$ cat config.mk
export PLATFORM = sky130hd
export DESIGN_NAME = ultrasonic_echo_ranger_avg
export DESIGN_NICKNAME = d
export VERILOG_FILES = /design/src/sv/uer_pkg.sv /design/src/sv/uer_ctrl.sv /design/src/sv/uer_scale.sv /design/src/sv/uer_avg.sv /design/src/sv/ultrasonic_echo_ranger_avg.sv
export SDC_FILE = /design/constraint.sdc
export NUM_CORES = 2
export LEC_CHECK = 0
export BUFFER_PORTS_ARGS = -buffer_cell sky130_fd_sc_hd__buf_2
export CORE_UTILIZATION = 55
export CTS_BUF_LIST = sky130_fd_sc_hd__clkbuf_16
export CTS_CLUSTER_SIZE = 25
export DETAILED_ROUTE_END_ITERATION = 7
export PLACE_DENSITY = 0.71
export SETUP_SLACK_MARGIN = 0.5
export SYNTH_ARGS = -nofsm -noshare
export SYNTH_HDL_FRONTEND = slang
export SYNTH_SLANG_ARGS = --single-unit
$ cat constraint.sdc
create_clock -name clk -period 8.3 [get_ports clk]
set_input_delay 0.83 -clock clk [delete_from_list [all_inputs] [get_ports clk]]
set_output_delay 0.83 -clock clk [all_outputs]
set_load 0.05 [all_outputs]
$ cat src/sv/uer_pkg.sv
// ----------------------------------------------------------------------------
// uer_pkg
// Shared types, widths and constants of the ultrasonic echo ranger.
// ----------------------------------------------------------------------------
package uer_pkg;

  // field and datapath widths
  localparam int TRIG_W   = 8;
  localparam int TICK_W   = 12;
  localparam int COUNT_W  = 16;
  localparam int SCALE_W  = 24;
  localparam int FRAC_W   = 16;
  localparam int PROD_W   = COUNT_W + SCALE_W;
  localparam int DIST_W   = 20;
  localparam int CFG_IDX_W = 2;
  localparam int CFG_DATA_W = 24;

  // moving average window
  localparam int WINDOW   = 5;
  localparam int POS_W    = (WINDOW > 1) ? $clog2(WINDOW) : 1;
  localparam int SUM_W    = DIST_W + $clog2(WINDOW);

  // divide by WINDOW as multiply by a rounded-up reciprocal
  localparam int RECIP_SHIFT = SUM_W + $clog2(WINDOW);
  localparam logic [RECIP_SHIFT:0] RECIP =
    (RECIP_SHIFT + 1)'(((64'd1 << RECIP_SHIFT) + WINDOW - 1) / WINDOW);
  localparam int DIV_W    = SUM_W + RECIP_SHIFT + 1;

  localparam logic [DIST_W-1:0] DIST_MAX = '1;

  // words in flight between accept and delivery
  localparam int PIPE_STAGES = 4;

  // register reset values
  localparam logic [TRIG_W-1:0]  TRIG_HIGH_RST = 8'd10;
  localparam logic [TICK_W-1:0]  TPC_RST       = 12'd64;
  localparam logic [COUNT_W-1:0] TIMEOUT_RST   = 16'd65000;
  localparam logic [SCALE_W-1:0] SCALE_RST     = 24'd838861;

  // register indexes
  typedef enum logic [CFG_IDX_W-1:0] {
    CFG_TRIGGER_HIGH    = 2'd0,
    CFG_TICKS_PER_COUNT = 2'd1,
    CFG_TIMEOUT         = 2'd2,
    CFG_SCALE           = 2'd3
  } cfg_idx_t;

  typedef struct packed {
    logic [TRIG_W-1:0]  trigger_high_ticks;
    logic [TICK_W-1:0]  ticks_per_count;
    logic [COUNT_W-1:0] timeout_count;
    logic [SCALE_W-1:0] scale_mult;
  } cfg_t;

  typedef struct packed {
    logic start_req;
    logic echo;
  } in_word_t;

  typedef struct packed {
    logic              trigger_out;
    logic              busy_res;
    logic              done_res;
    logic              no_echo;
    logic [DIST_W-1:0] last_distance;
    logic [DIST_W-1:0] avg_distance;
  } out_word_t;

  // per-tick status flags carried down the pipeline
  typedef struct packed {
    logic trigger_out;
    logic busy_res;
    logic done_res;
    logic no_echo;
  } status_t;

  typedef struct packed {
    status_t            st;
    logic               sample_v;
    logic [COUNT_W-1:0] sample_cnt;
  } ctl_word_t;

  typedef struct packed {
    status_t           st;
    logic              sample_v;
    logic [PROD_W-1:0] prod;
  } scl_word_t;

endpackage

$ cat src/sv/uer_ctrl.sv
// ----------------------------------------------------------------------------
// uer_ctrl
// Measurement sequencer: trigger pulse, echo wait, echo width count.
// ----------------------------------------------------------------------------
module uer_ctrl (
  input  logic               clk,
  input  logic               rst,
  input  uer_pkg::cfg_t      cfg,
  input  logic               in_valid,
  output logic               in_ready,
  input  uer_pkg::in_word_t  in_word,
  output logic               out_valid,
  input  logic               out_ready,
  output uer_pkg::ctl_word_t out_word
);
  import uer_pkg::*;

  typedef enum logic [3:0] {
    PH_IDLE = 4'b0001,
    PH_TRIG = 4'b0010,
    PH_WAIT = 4'b0100,
    PH_MEAS = 4'b1000
  } phase_t;

  phase_t             phase, phase_next;
  logic [TICK_W-1:0]  tick_cnt, tick_cnt_next;
  logic [COUNT_W-1:0] echo_cnt, echo_cnt_next;
  ctl_word_t          word_next;

  logic [TICK_W-1:0]  tpc;
  logic [TRIG_W-1:0]  high;
  logic [TICK_W-1:0]  tick_inc;
  logic               wrap;
  logic               expire;
  logic [TICK_W-1:0]  adv_tick;
  logic [COUNT_W-1:0] adv_echo;
  logic               accept;

  assign in_ready = !out_valid || out_ready;
  assign accept   = in_valid && in_ready;

  // prescaler step and timeout check
  always_comb begin
    tpc      = (cfg.ticks_per_count == '0) ? TICK_W'(1) : cfg.ticks_per_count;
    high     = (cfg.trigger_high_ticks == '0) ? TRIG_W'(1) : cfg.trigger_high_ticks;
    tick_inc = tick_cnt + TICK_W'(1);
    wrap     = tick_inc >= tpc;
    expire   = wrap && (echo_cnt >= cfg.timeout_count);
    adv_tick = wrap ? '0 : tick_inc;
    adv_echo = (wrap && !expire) ? echo_cnt + COUNT_W'(1) : echo_cnt;
  end

  // phase sequencing
  always_comb begin
    phase_next    = phase;
    tick_cnt_next = tick_cnt;
    echo_cnt_next = echo_cnt;
    word_next     = '0;
    unique case (phase)
      PH_IDLE: begin
        if (in_word.start_req) begin
          word_next.st.busy_res = 1'b1;
          phase_next    = PH_TRIG;
          tick_cnt_next = '0;
        end
      end
      PH_TRIG: begin
        word_next.st.trigger_out = 1'b1;
        word_next.st.busy_res    = 1'b1;
        if (tick_inc >= TICK_W'(high)) begin
          phase_next    = PH_WAIT;
          tick_cnt_next = '0;
          echo_cnt_next = '0;
        end else begin
          tick_cnt_next = tick_inc;
        end
      end
      PH_WAIT: begin
        word_next.st.busy_res = 1'b1;
        if (in_word.echo) begin
          phase_next    = PH_MEAS;
          tick_cnt_next = '0;
          echo_cnt_next = '0;
        end else if (expire) begin
          word_next.st.busy_res = 1'b0;
          word_next.st.done_res = 1'b1;
          word_next.st.no_echo  = 1'b1;
          phase_next    = PH_IDLE;
          tick_cnt_next = '0;
        end else begin
          tick_cnt_next = adv_tick;
          echo_cnt_next = adv_echo;
        end
      end
      PH_MEAS: begin
        word_next.st.busy_res = 1'b1;
        if (in_word.echo) begin
          if (expire) begin
            // echo too long: sample of zero
            word_next.st.busy_res = 1'b0;
            word_next.st.done_res = 1'b1;
            word_next.sample_v    = 1'b1;
            word_next.sample_cnt  = '0;
            echo_cnt_next = '0;
            phase_next    = PH_IDLE;
            tick_cnt_next = '0;
          end else begin
            tick_cnt_next = adv_tick;
            echo_cnt_next = adv_echo;
          end
        end else begin
          word_next.st.busy_res = 1'b0;
          word_next.st.done_res = 1'b1;
          word_next.sample_v    = 1'b1;
          word_next.sample_cnt  = echo_cnt;
          phase_next    = PH_IDLE;
          tick_cnt_next = '0;
        end
      end
      default: begin
        phase_next    = PH_IDLE;
        tick_cnt_next = '0;
      end
    endcase
  end

  // control state and stage valid
  always_ff @(posedge clk) begin
    if (rst) begin
      phase     <= PH_IDLE;
      tick_cnt  <= '0;
      echo_cnt  <= '0;
      out_valid <= 1'b0;
    end else begin
      if (accept) begin
        phase    <= phase_next;
        tick_cnt <= tick_cnt_next;
        echo_cnt <= echo_cnt_next;
      end
      if (in_ready) begin
        out_valid <= in_valid;
      end
    end
  end

  // stage payload
  always_ff @(posedge clk) begin
    if (accept) begin
      out_word <= word_next;
    end
  end

endmodule

$ cat src/sv/uer_scale.sv
// ----------------------------------------------------------------------------
// uer_scale
// Multiplies the echo count by the distance scale factor.
// ----------------------------------------------------------------------------
module uer_scale (
  input  logic                     clk,
  input  logic                     rst,
  input  logic [uer_pkg::SCALE_W-1:0] scale_mult,
  input  logic                     in_valid,
  output logic                     in_ready,
  input  uer_pkg::ctl_word_t       in_word,
  output logic                     out_valid,
  input  logic                     out_ready,
  output uer_pkg::scl_word_t       out_word
);
  import uer_pkg::*;

  scl_word_t word_next;

  assign in_ready = !out_valid || out_ready;

  // count times scale, full product
  always_comb begin
    word_next.st       = in_word.st;
    word_next.sample_v = in_word.sample_v;
    word_next.prod     = PROD_W'(in_word.sample_cnt) * PROD_W'(scale_mult);
  end

  always_ff @(posedge clk) begin
    if (rst) begin
      out_valid <= 1'b0;
    end else if (in_ready) begin
      out_valid <= in_valid;
    end
  end

  always_ff @(posedge clk) begin
    if (in_valid && in_ready) begin
      out_word <= word_next;
    end
  end

endmodule

$ cat src/sv/uer_avg.sv
// ----------------------------------------------------------------------------
// uer_avg
// Distance saturation, sample window with running sum, and the average.
// ----------------------------------------------------------------------------
module uer_avg (
  input  logic               clk,
  input  logic               rst,
  input  logic               in_valid,
  output logic               in_ready,
  input  uer_pkg::scl_word_t in_word,
  output logic               out_valid,
  input  logic               out_ready,
  output uer_pkg::out_word_t out_word
);
  import uer_pkg::*;

  typedef struct packed {
    status_t           st;
    logic [DIST_W-1:0] latest;
    logic [SUM_W-1:0]  sum;
  } sum_word_t;

  // window state
  logic [DIST_W-1:0] win [WINDOW];
  logic [POS_W-1:0]  wr_pos, wr_pos_next;
  logic [SUM_W-1:0]  run_sum, run_sum_next;
  logic [DIST_W-1:0] latest, latest_next;

  // sum stage
  logic              sum_valid;
  logic              sum_ready;
  sum_word_t         sum_word, sum_word_next;
  logic              take;
  logic [PROD_W-FRAC_W-1:0] dist_full;
  logic [DIST_W-1:0] dist_sat;

  // divide stage
  logic [DIV_W-1:0]  avg_prod;
  out_word_t         out_next;

  assign in_ready  = !sum_valid || sum_ready;
  assign sum_ready = !out_valid || out_ready;
  assign take      = in_valid && in_ready && in_word.sample_v;

  // saturate and update the running sum
  always_comb begin
    dist_full    = in_word.prod[PROD_W-1:FRAC_W];
    dist_sat     = (dist_full > (PROD_W-FRAC_W)'(DIST_MAX)) ? DIST_MAX
                                                          : dist_full[DIST_W-1:0];
    latest_next  = in_word.sample_v ? dist_sat : latest;
    run_sum_next = run_sum - SUM_W'(win[wr_pos]) + SUM_W'(dist_sat);
    wr_pos_next  = (wr_pos == POS_W'(WINDOW - 1)) ? '0 : wr_pos + POS_W'(1);
    sum_word_next.st     = in_word.st;
    sum_word_next.latest = latest_next;
    sum_word_next.sum    = in_word.sample_v ? run_sum_next : run_sum;
  end

  always_ff @(posedge clk) begin
    if (rst) begin
      for (int i = 0; i < WINDOW; i++) begin
        win[i] <= '0;
      end
      wr_pos    <= '0;
      run_sum   <= '0;
      latest    <= '0;
      sum_valid <= 1'b0;
    end else begin
      if (take) begin
        win[wr_pos] <= dist_sat;
        wr_pos      <= wr_pos_next;
        run_sum     <= run_sum_next;
        latest      <= dist_sat;
      end
      if (in_ready) begin
        sum_valid <= in_valid;
      end
    end
  end

  always_ff @(posedge clk) begin
    if (in_valid && in_ready) begin
      sum_word <= sum_word_next;
    end
  end

  // divide by the window length via reciprocal multiply
  always_comb begin
    avg_prod               = DIV_W'(sum_word.sum) * DIV_W'(RECIP);
    out_next.trigger_out   = sum_word.st.trigger_out;
    out_next.busy_res      = sum_word.st.busy_res;
    out_next.done_res      = sum_word.st.done_res;
    out_next.no_echo       = sum_word.st.no_echo;
    out_next.last_distance = sum_word.latest;
    out_next.avg_distance  = avg_prod[RECIP_SHIFT +: DIST_W];
  end

  always_ff @(posedge clk) begin
    if (rst) begin
      out_valid <= 1'b0;
    end else if (sum_ready) begin
      out_valid <= sum_valid;
    end
  end

  always_ff @(posedge clk) begin
    if (sum_valid && sum_ready) begin
      out_word <= out_next;
    end
  end

endmodule

$ cat src/sv/ultrasonic_echo_ranger_avg.sv
// ----------------------------------------------------------------------------
// ultrasonic_echo_ranger_avg
// Ultrasonic ranging sequencer with a moving average of measured distances.
// ----------------------------------------------------------------------------
// Each input word is one base tick and gives exactly one output word. A new
// tick word is taken every clock cycle while in_stall is low. Its output word
// then passes the four register stages: sequencer (loaded at the accepting
// edge), scale multiply, window and running-sum update, and divide-by-window
// multiply. Output stalls fill the stages first, so input stall rises only
// when all four hold a word and the output is stalled. The sample window lives
// in flip-flops cleared by reset, so the block is ready right after reset. The
// user must write registers through the cfg port only while no measurement is
// under way and no word is in flight; the block does not enforce this.
module ultrasonic_echo_ranger_avg (
  input  logic                           clk,
  input  logic                           rst,
  input  logic                           in_valid,
  output logic                           in_stall,
  input  uer_pkg::in_word_t              in_data,
  output logic                           out_valid,
  input  logic                           out_stall,
  output uer_pkg::out_word_t             out_data,
  input  logic                           cfg_valid,
  output logic                           cfg_ready,
  input  logic [uer_pkg::CFG_IDX_W-1:0]  cfg_index,
  input  logic [uer_pkg::CFG_DATA_W-1:0] cfg_data
);
  import uer_pkg::*;

  cfg_t      cfg;
  logic      ctl_in_ready;
  logic      ctl_valid, ctl_ready;
  ctl_word_t ctl_word;
  logic      scl_valid, scl_ready;
  scl_word_t scl_word;

  // register file
  assign cfg_ready = 1'b1;

  always_ff @(posedge clk) begin
    if (rst) begin
      cfg.trigger_high_ticks <= TRIG_HIGH_RST;
      cfg.ticks_per_count    <= TPC_RST;
      cfg.timeout_count      <= TIMEOUT_RST;
      cfg.scale_mult         <= SCALE_RST;
    end else if (cfg_valid && cfg_ready) begin
      unique case (cfg_idx_t'(cfg_index))
        CFG_TRIGGER_HIGH:    cfg.trigger_high_ticks <= cfg_data[TRIG_W-1:0];
        CFG_TICKS_PER_COUNT: cfg.ticks_per_count    <= cfg_data[TICK_W-1:0];
        CFG_TIMEOUT:         cfg.timeout_count      <= cfg_data[COUNT_W-1:0];
        CFG_SCALE:           cfg.scale_mult         <= cfg_data[SCALE_W-1:0];
        default: begin
        end
      endcase
    end
  end

  assign in_stall = !ctl_in_ready;

  // sequencer stage
  uer_ctrl u_ctrl (
    .clk       (clk),
    .rst       (rst),
    .cfg       (cfg),
    .in_valid  (in_valid),
    .in_ready  (ctl_in_ready),
    .in_word   (in_data),
    .out_valid (ctl_valid),
    .out_ready (ctl_ready),
    .out_word  (ctl_word)
  );

  // scale multiply stage
  uer_scale u_scale (
    .clk        (clk),
    .rst        (rst),
    .scale_mult (cfg.scale_mult),
    .in_valid   (ctl_valid),
    .in_ready   (ctl_ready),
    .in_word    (ctl_word),
    .out_valid  (scl_valid),
    .out_ready  (scl_ready),
    .out_word   (scl_word)
  );

  // averaging and output stages
  uer_avg u_avg (
    .clk       (clk),
    .rst       (rst),
    .in_valid  (scl_valid),
    .in_ready  (scl_ready),
    .in_word   (scl_word),
    .out_valid (out_valid),
    .out_ready (!out_stall),
    .out_word  (out_data)
  );

endmodule

* Word-level counts from Yosys, hierarchy flattened
Memories as Yosys holds them, arrays and structs flattened. A register that Yosys moved wholly into a read port is not among the register bits. Index checks and enable logic that the tools add are counted.
Storage, ports and cells: register bits after elaboration 299, memory bits (writable) 100, input port bits 33, output and inout port bits 47, memories kept 1
Memories:
- u_avg.win | words 5, bits a word 20, read ports 1, clocked after Yosys merged registers in 1, wr ports 5, RTL line uer_avg.sv:24 | logic [DIST_W-1:0] win [WINDOW];
Cells by class: add/subtract/negate cells 5, $mul 2, order comparisons 4, eq/ne operators 12, muxes and demuxes 46, bitwise gates (word level) 1, reductions and logical operators 31
Operator list (number):
- $mux 16 | 6
- $mux 12 | 7
- $mux 20 | 3
- $pmux 12 s4 | 1
- $pmux 16 s3 | 1
- $mul 23x24->46 const B | 1
- $mul 16x24->40 | 1
- $mux 17 | 2
- $gt 24x20->1 const B | 1
- $add 23x20->23 | 1
- $mux 23 | 1
- $sub 23x20->23 | 1
- $mux 4 | 5
- $reduce_or 20->1 | 1
- $mux 3 | 6
- $add 16x1->16 const B | 1
- $ge 16x16->1 | 1
- $pmux 4 s4 | 1
- $add 12x1->12 const B | 1
- $ge 12x12->1 | 1
- $ge 12x8->1 | 1
- $logic_not 12->1 | 1
- $reduce_and 2->1 | 5
- $logic_not 8->1 | 1
- 25 further kinds | 50

* Longest topological paths before layout
depth in word-level cells 10, gate-level depth with buffers 25

* By module
A second synthesis with hierarchy kept.
Unflattened totals: cells, all modules 3951, area total of the unflattened synthesis 40870.4 µm²
By module, submodules not included:
- uer_avg | instances 1, cells each 1803, area each 20990.1 µm², seq. area each 8558.2 µm²
- uer_scale | instances 1, cells each 1494, area each 13798.2 µm², seq. area each 1371.3 µm²
- uer_ctrl | instances 1, cells each 410, area each 3624.7 µm², seq. area each 1291.2 µm²
- ultrasonic_echo_ranger_avg | instances 1, cells each 244, area each 2457.4 µm², seq. area each 1201.2 µm²

* Least setup slack after synthesis
Ideal clock, no wire load.
kind flip-flop to flip-flop, from reg cfg[9] (netlist name), to reg u_scale.out_word[38] in the netlist's numbering, data pin, arrival 6134 ps, path slack 1904 ps, cell stages (with the launch flop) 24, path buffers 1, cells stage by stage dfxtp_1 -> clkbuf_1 -> nand2_1 -> fa_1 -> inv_1 -> fa_1 -> inv_1 -> fa_1 -> fa_1 -> inv_1 -> fa_1 -> inv_1 -> fa_1 -> inv_1 -> ha_1 -> a211oi_2 -> o211ai_1 -> a211oi_1 -> a32oi_1 -> a31o_2 -> a31o_4 -> a311oi_4 -> o21bai_1 -> xor2_1
RTL lines:
- end signal, assigned | RTL line uer_scale.sv:39 | out_word <= word_next;
- end, declared | RTL line uer_scale.sv:14 | output uer_pkg::scl_word_t out_word

==> out/summary.txt <==
Worst-path fanout max -> 24
Worst skew pair latency -> 0.60 ns
Top post-synthesis cells by area -> fa_1 (24%), edfxtp_1 (23%), ha_1 (12%)
Ys flop type -> edfxtp_1
Die area -> 0.07159 mm²
RR Endpoint -> u_scale.out_word[38]$_DFFE_PP_
Post-Synth Adder-Cell Area -> 36.09%
M1 GR Usage -> 34.48%
Setup TNS Final -> 0 ns
Fin nets -> 4634
Area of the core -> 0.06991 mm²
Type of the worst min-delay path -> reg2reg
CTS Buf Count -> 48
Post-synthesis mux area share -> 3.461%
CP required -> 8.65 ns
Startpoint Class -> register
Die Ht -> 267.6 µm
Initial DRC count -> 1746
Synth Area in Compound Gates -> 7.258%
Worst EP arrival -> 7.37 ns
Max Cap Violations -> 0
Die Width -> 267.6 µm
Setup repair after global routing missed its margin -> false
Syn nets -> 4615
DR WL/cell -> 19.16 µm
Simple-gate portion of the synthesized area -> 12.59%
R2R depth -> 22
Crit-path max cell delay -> 0.89 ns
Tmin final -> 7.016 ns
DRC -> 0
Clk buf depth -> 3
Final Skew -> 0.02102 ns
Cell count after synthesis -> 3744
Crit path launch -> u_ctrl.out_word[6]$_SDFFCE_PN0P_
Grt met3 use -> 4.744%
Num Clock Sinks -> 446
Crit-path slowest cell -> edfxtp_1
Largest family of logic cells by synthesized area -> adder cells
# diodes -> 0
Status -> finished clean
Distinct cells, synth -> 85
Initial antenna violation count -> 1
Largest net degree at the start of global routing -> 76
Flop2flop setup slack -> 1.28 ns
Total track usage -> 26.38%
Crit path to -> u_scale.out_word[38]$_DFFE_PP_
Post-synth EDFFs -> 301
CTS tree -> yes
Vias in the first global route -> 27140
First-pass GRT wire length -> 145800 µm
Post-CTS Hold Buffers -> 0
Fin Hold WS -> 0.4152 ns
Ratio of cells with drive above 1 in the final layout -> 7.680%
Peak Freq -> 142.5 MHz
1st-pass router iterations -> 5
Vias per cell -> 5.511
Top cells by count, synth -> inv_1 (677), fa_1 (468), nand2_1 (425), ha_1 (370), edfxtp_1 (301)
Worst-Margin Slew -> 1.172 ns
Synth top area share -> 24.15%
Starting Density -> 55.48%
Antenna-violating nets left -> 0
Share of the clock period used by the worst path -> 84.53%
Post-detail-place hpwl -> 69290 µm
Yosys top cell by area -> fa_1
Total gr overflow -> 0
Gr busiest metal -> met2
Crit path cell chain -> nand2_1, fa_1, inv_1, fa_1, inv_1, fa_1, fa_1, inv_1, fa_1, inv_1, fa_1, inv_1, ha_1, a211oi_2, o211ai_1, a211oi_1, a32oi_1, a31o_2, a31o_4, a311oi_4, o21bai_1, xor2_1
Cell Area, Synth -> 0.03879 mm²
M2 GR Usage -> 44.00%
Post-CTS Setup Inserts -> 0
Slew margin rel. -> 21.58%
Layout area overhead -> 7.623%
FP Rows -> 97
Power Dens Cells -> 348.5 mW/mm²
Finish-stage setup viols -> 0
Critical path's most frequent cell -> fa_1
Syn avg cell area -> 10.36 µm²
Port Buffers -> 78
Worst VDD drop -> 0.6405 mV
Synth Area in XOR/XNOR -> 1.729%
CP endpoint kind -> register
PostCTS Resize Cnt -> 0
Critical path type -> reg2reg
Yosys reg bits -> 446
Fin. max-slew vios -> 0
Cell with the most instances after synthesis -> inv_1
H-Tree Depth -> 2
Sequential-to-total area share from yosys stat -> 30.79%
Ys async rst share -> 0%
Vias -> 26130
Routability Congestion -> 0.9084
YS warnings -> 0
WL final -> 90840 µm
Filler cells -> 5814
Final Hold Fails -> 0
Lkg Pwr -> 18.97 nW
Clock transition at the registers of the reported paths -> 0.06 ns
Root buf cell -> clkbuf_16
RR Startpoint -> u_ctrl.out_word[6]$_SDFFCE_PN0P_
# IOs -> 80
==> power by group <==
| group | switching (mW) | internal, mW | total, mW |
|---|---|---|---|
| Sequential | 0.0967 | 2.93 | 3.02 |
| Clock | 0.919 | 1.26 | 2.18 |
| Combinational | 5.37 | 3.97 | 9.34 |
==> registers in the layout, summed over array words and instances, names as in the netlist, named ones only <==
register           count
u_avg.run_sum         23
u_ctrl.out_valid       1
u_ctrl.echo_cnt       16
cfg                   60
u_avg.out_valid        1
u_scale.out_word      29
u_avg.wr_pos           3
u_ctrl.phase           4
u_avg.sum_word        23
u_avg.sum_valid        1
u_avg.latest          20
u_scale.out_valid      1
u_avg.win            160
u_avg.out_word        44
u_avg.out_next        24
u_ctrl.out_word       21
u_ctrl.tick_cnt       12
==> cell usage in the layout, fill, tap and decap left out, drive strengths merged, types with 7 or more instances in the layout <==
| cell | Yosys | layout |
|---|---|---|
| clkbuf | 136 | 49 |
| a31oi | 10 | 10 |
| nand4 | 23 | 23 |
| o31ai | 7 | 7 |
| a21o | 42 | 42 |
| edfxtp | 301 | 301 |
| o21bai | 11 | 11 |
| mux4 | 40 | 40 |
| nor2b | 22 | 22 |
| xnor2 | 46 | 46 |
| a32oi | 12 | 12 |
| and3 | 16 | 16 |
| ha | 370 | 370 |
| nand3 | 46 | 46 |
| buf | 17 | 122 |
| o211ai | 35 | 35 |
| dfxtp | 145 | 145 |
| nand2 | 425 | 425 |
| nor2 | 250 | 250 |
| a221oi | 8 | 8 |
| o21ai | 55 | 55 |
| a31o | 10 | 10 |
| o2111ai | 17 | 17 |
| nor3 | 25 | 25 |
| inv | 678 | 691 |
| nand2b | 18 | 18 |
| mux2i | 25 | 25 |
| clkinv | 0 | 17 |
| mux2 | 17 | 17 |
| xor2 | 28 | 28 |
| and2 | 171 | 171 |
| nor4 | 9 | 9 |
| or3 | 15 | 15 |
| a21oi | 139 | 139 |
| a211oi | 34 | 34 |
| fa | 468 | 468 |
==> worst min-delay path by stage <==
stage,startpoint,end,slack (ns),cells after the start
after floorplan,u_scale.out_word[41]$_DFFE_PP_,u_avg.out_next[40]$_DFFE_PP_,0.40,0
after global placement,u_avg.out_next[28]$_DFFE_PP_,u_avg.out_word[28]$_DFFE_PP_,0.40,0
after detailed placement,u_scale.out_word[42]$_DFFE_PP_,u_avg.out_next[41]$_DFFE_PP_,0.40,0
after CTS,u_scale.out_word[43]$_DFFE_PP_,u_avg.out_next[42]$_DFFE_PP_,0.42,0
after global routing,u_avg.out_next[21]$_DFFE_PP_,u_avg.out_word[21]$_DFFE_PP_,0.42,0
final,u_avg.out_next[37]$_DFFE_PP_,u_avg.out_word[37]$_DFFE_PP_,0.42,0
==> stage by stage <==
| stage | std cells | cell area [µm²] | setup WS, ns | power, mW | utilization, % |
|---|---|---|---|---|---|
| 6_report | 4742 | 41740 | 1.284 | 14.55 | 59.71 |
| 5_1_grt | 4742 | 41740 | 1.018 | 16.10 | 59.71 |
| 4_1_cts | 4742 | 41740 | 1.290 | 14.70 | 59.71 |
| 3_5_place_dp | 4653 | 40150 | 1.299 | 12.43 | 57.43 |
| 3_3_place_gp | 4653 | 40150 | 1.405 | 12.21 | 57.43 |
| 2_1_floorplan | 3744 | 38790 | 1.904 | 10.28 | - |
==> routing by layer <==
metal	share of wire, %	wire length [µm]
met3	7.1	6485
met2	48	43400
met1	41	37630
met5	0	0
met4	3.7	3329
==> layout make-up <==
cell class | count | area, µm² | area share [%]
Sequential cell | 446 | 11940 | 28.61
Clock inverter | 40 | 369.1 | 0.8842
Multi-Input combinational cell | 2467 | 23760 | 56.92
Tap cell | 940 | 1176 | 2.817
Inverter | 678 | 2545 | 6.097
Timing Repair Buffer | 122 | 723.2 | 1.732
Clock buffer | 49 | 1226 | 2.937
==> logic make-up after synthesis <==
family	count (synthesis)
AOI/OAI and AO/OA	420
xor gates and xnor gates	74
adders and majority gates	838
buffers and inverters	831
DFF	446
muxes	82
other	1
and+or+nand+nor	1052
==> worst max-delay path: cells and delay by family (launching register included) <==
kind                     cells  cell delay (ns)
AND/OR/NAND/NOR              1             0.22
XOR/XNOR                     1             0.15
buffers and inverters        5             0.27
adder cells (fa/ha/maj)      7             3.44
AO/OA/AOI/OAI                8             1.80
flip-flops                   1             0.89
Note: power is estimated with default switching activity, not from simulation.
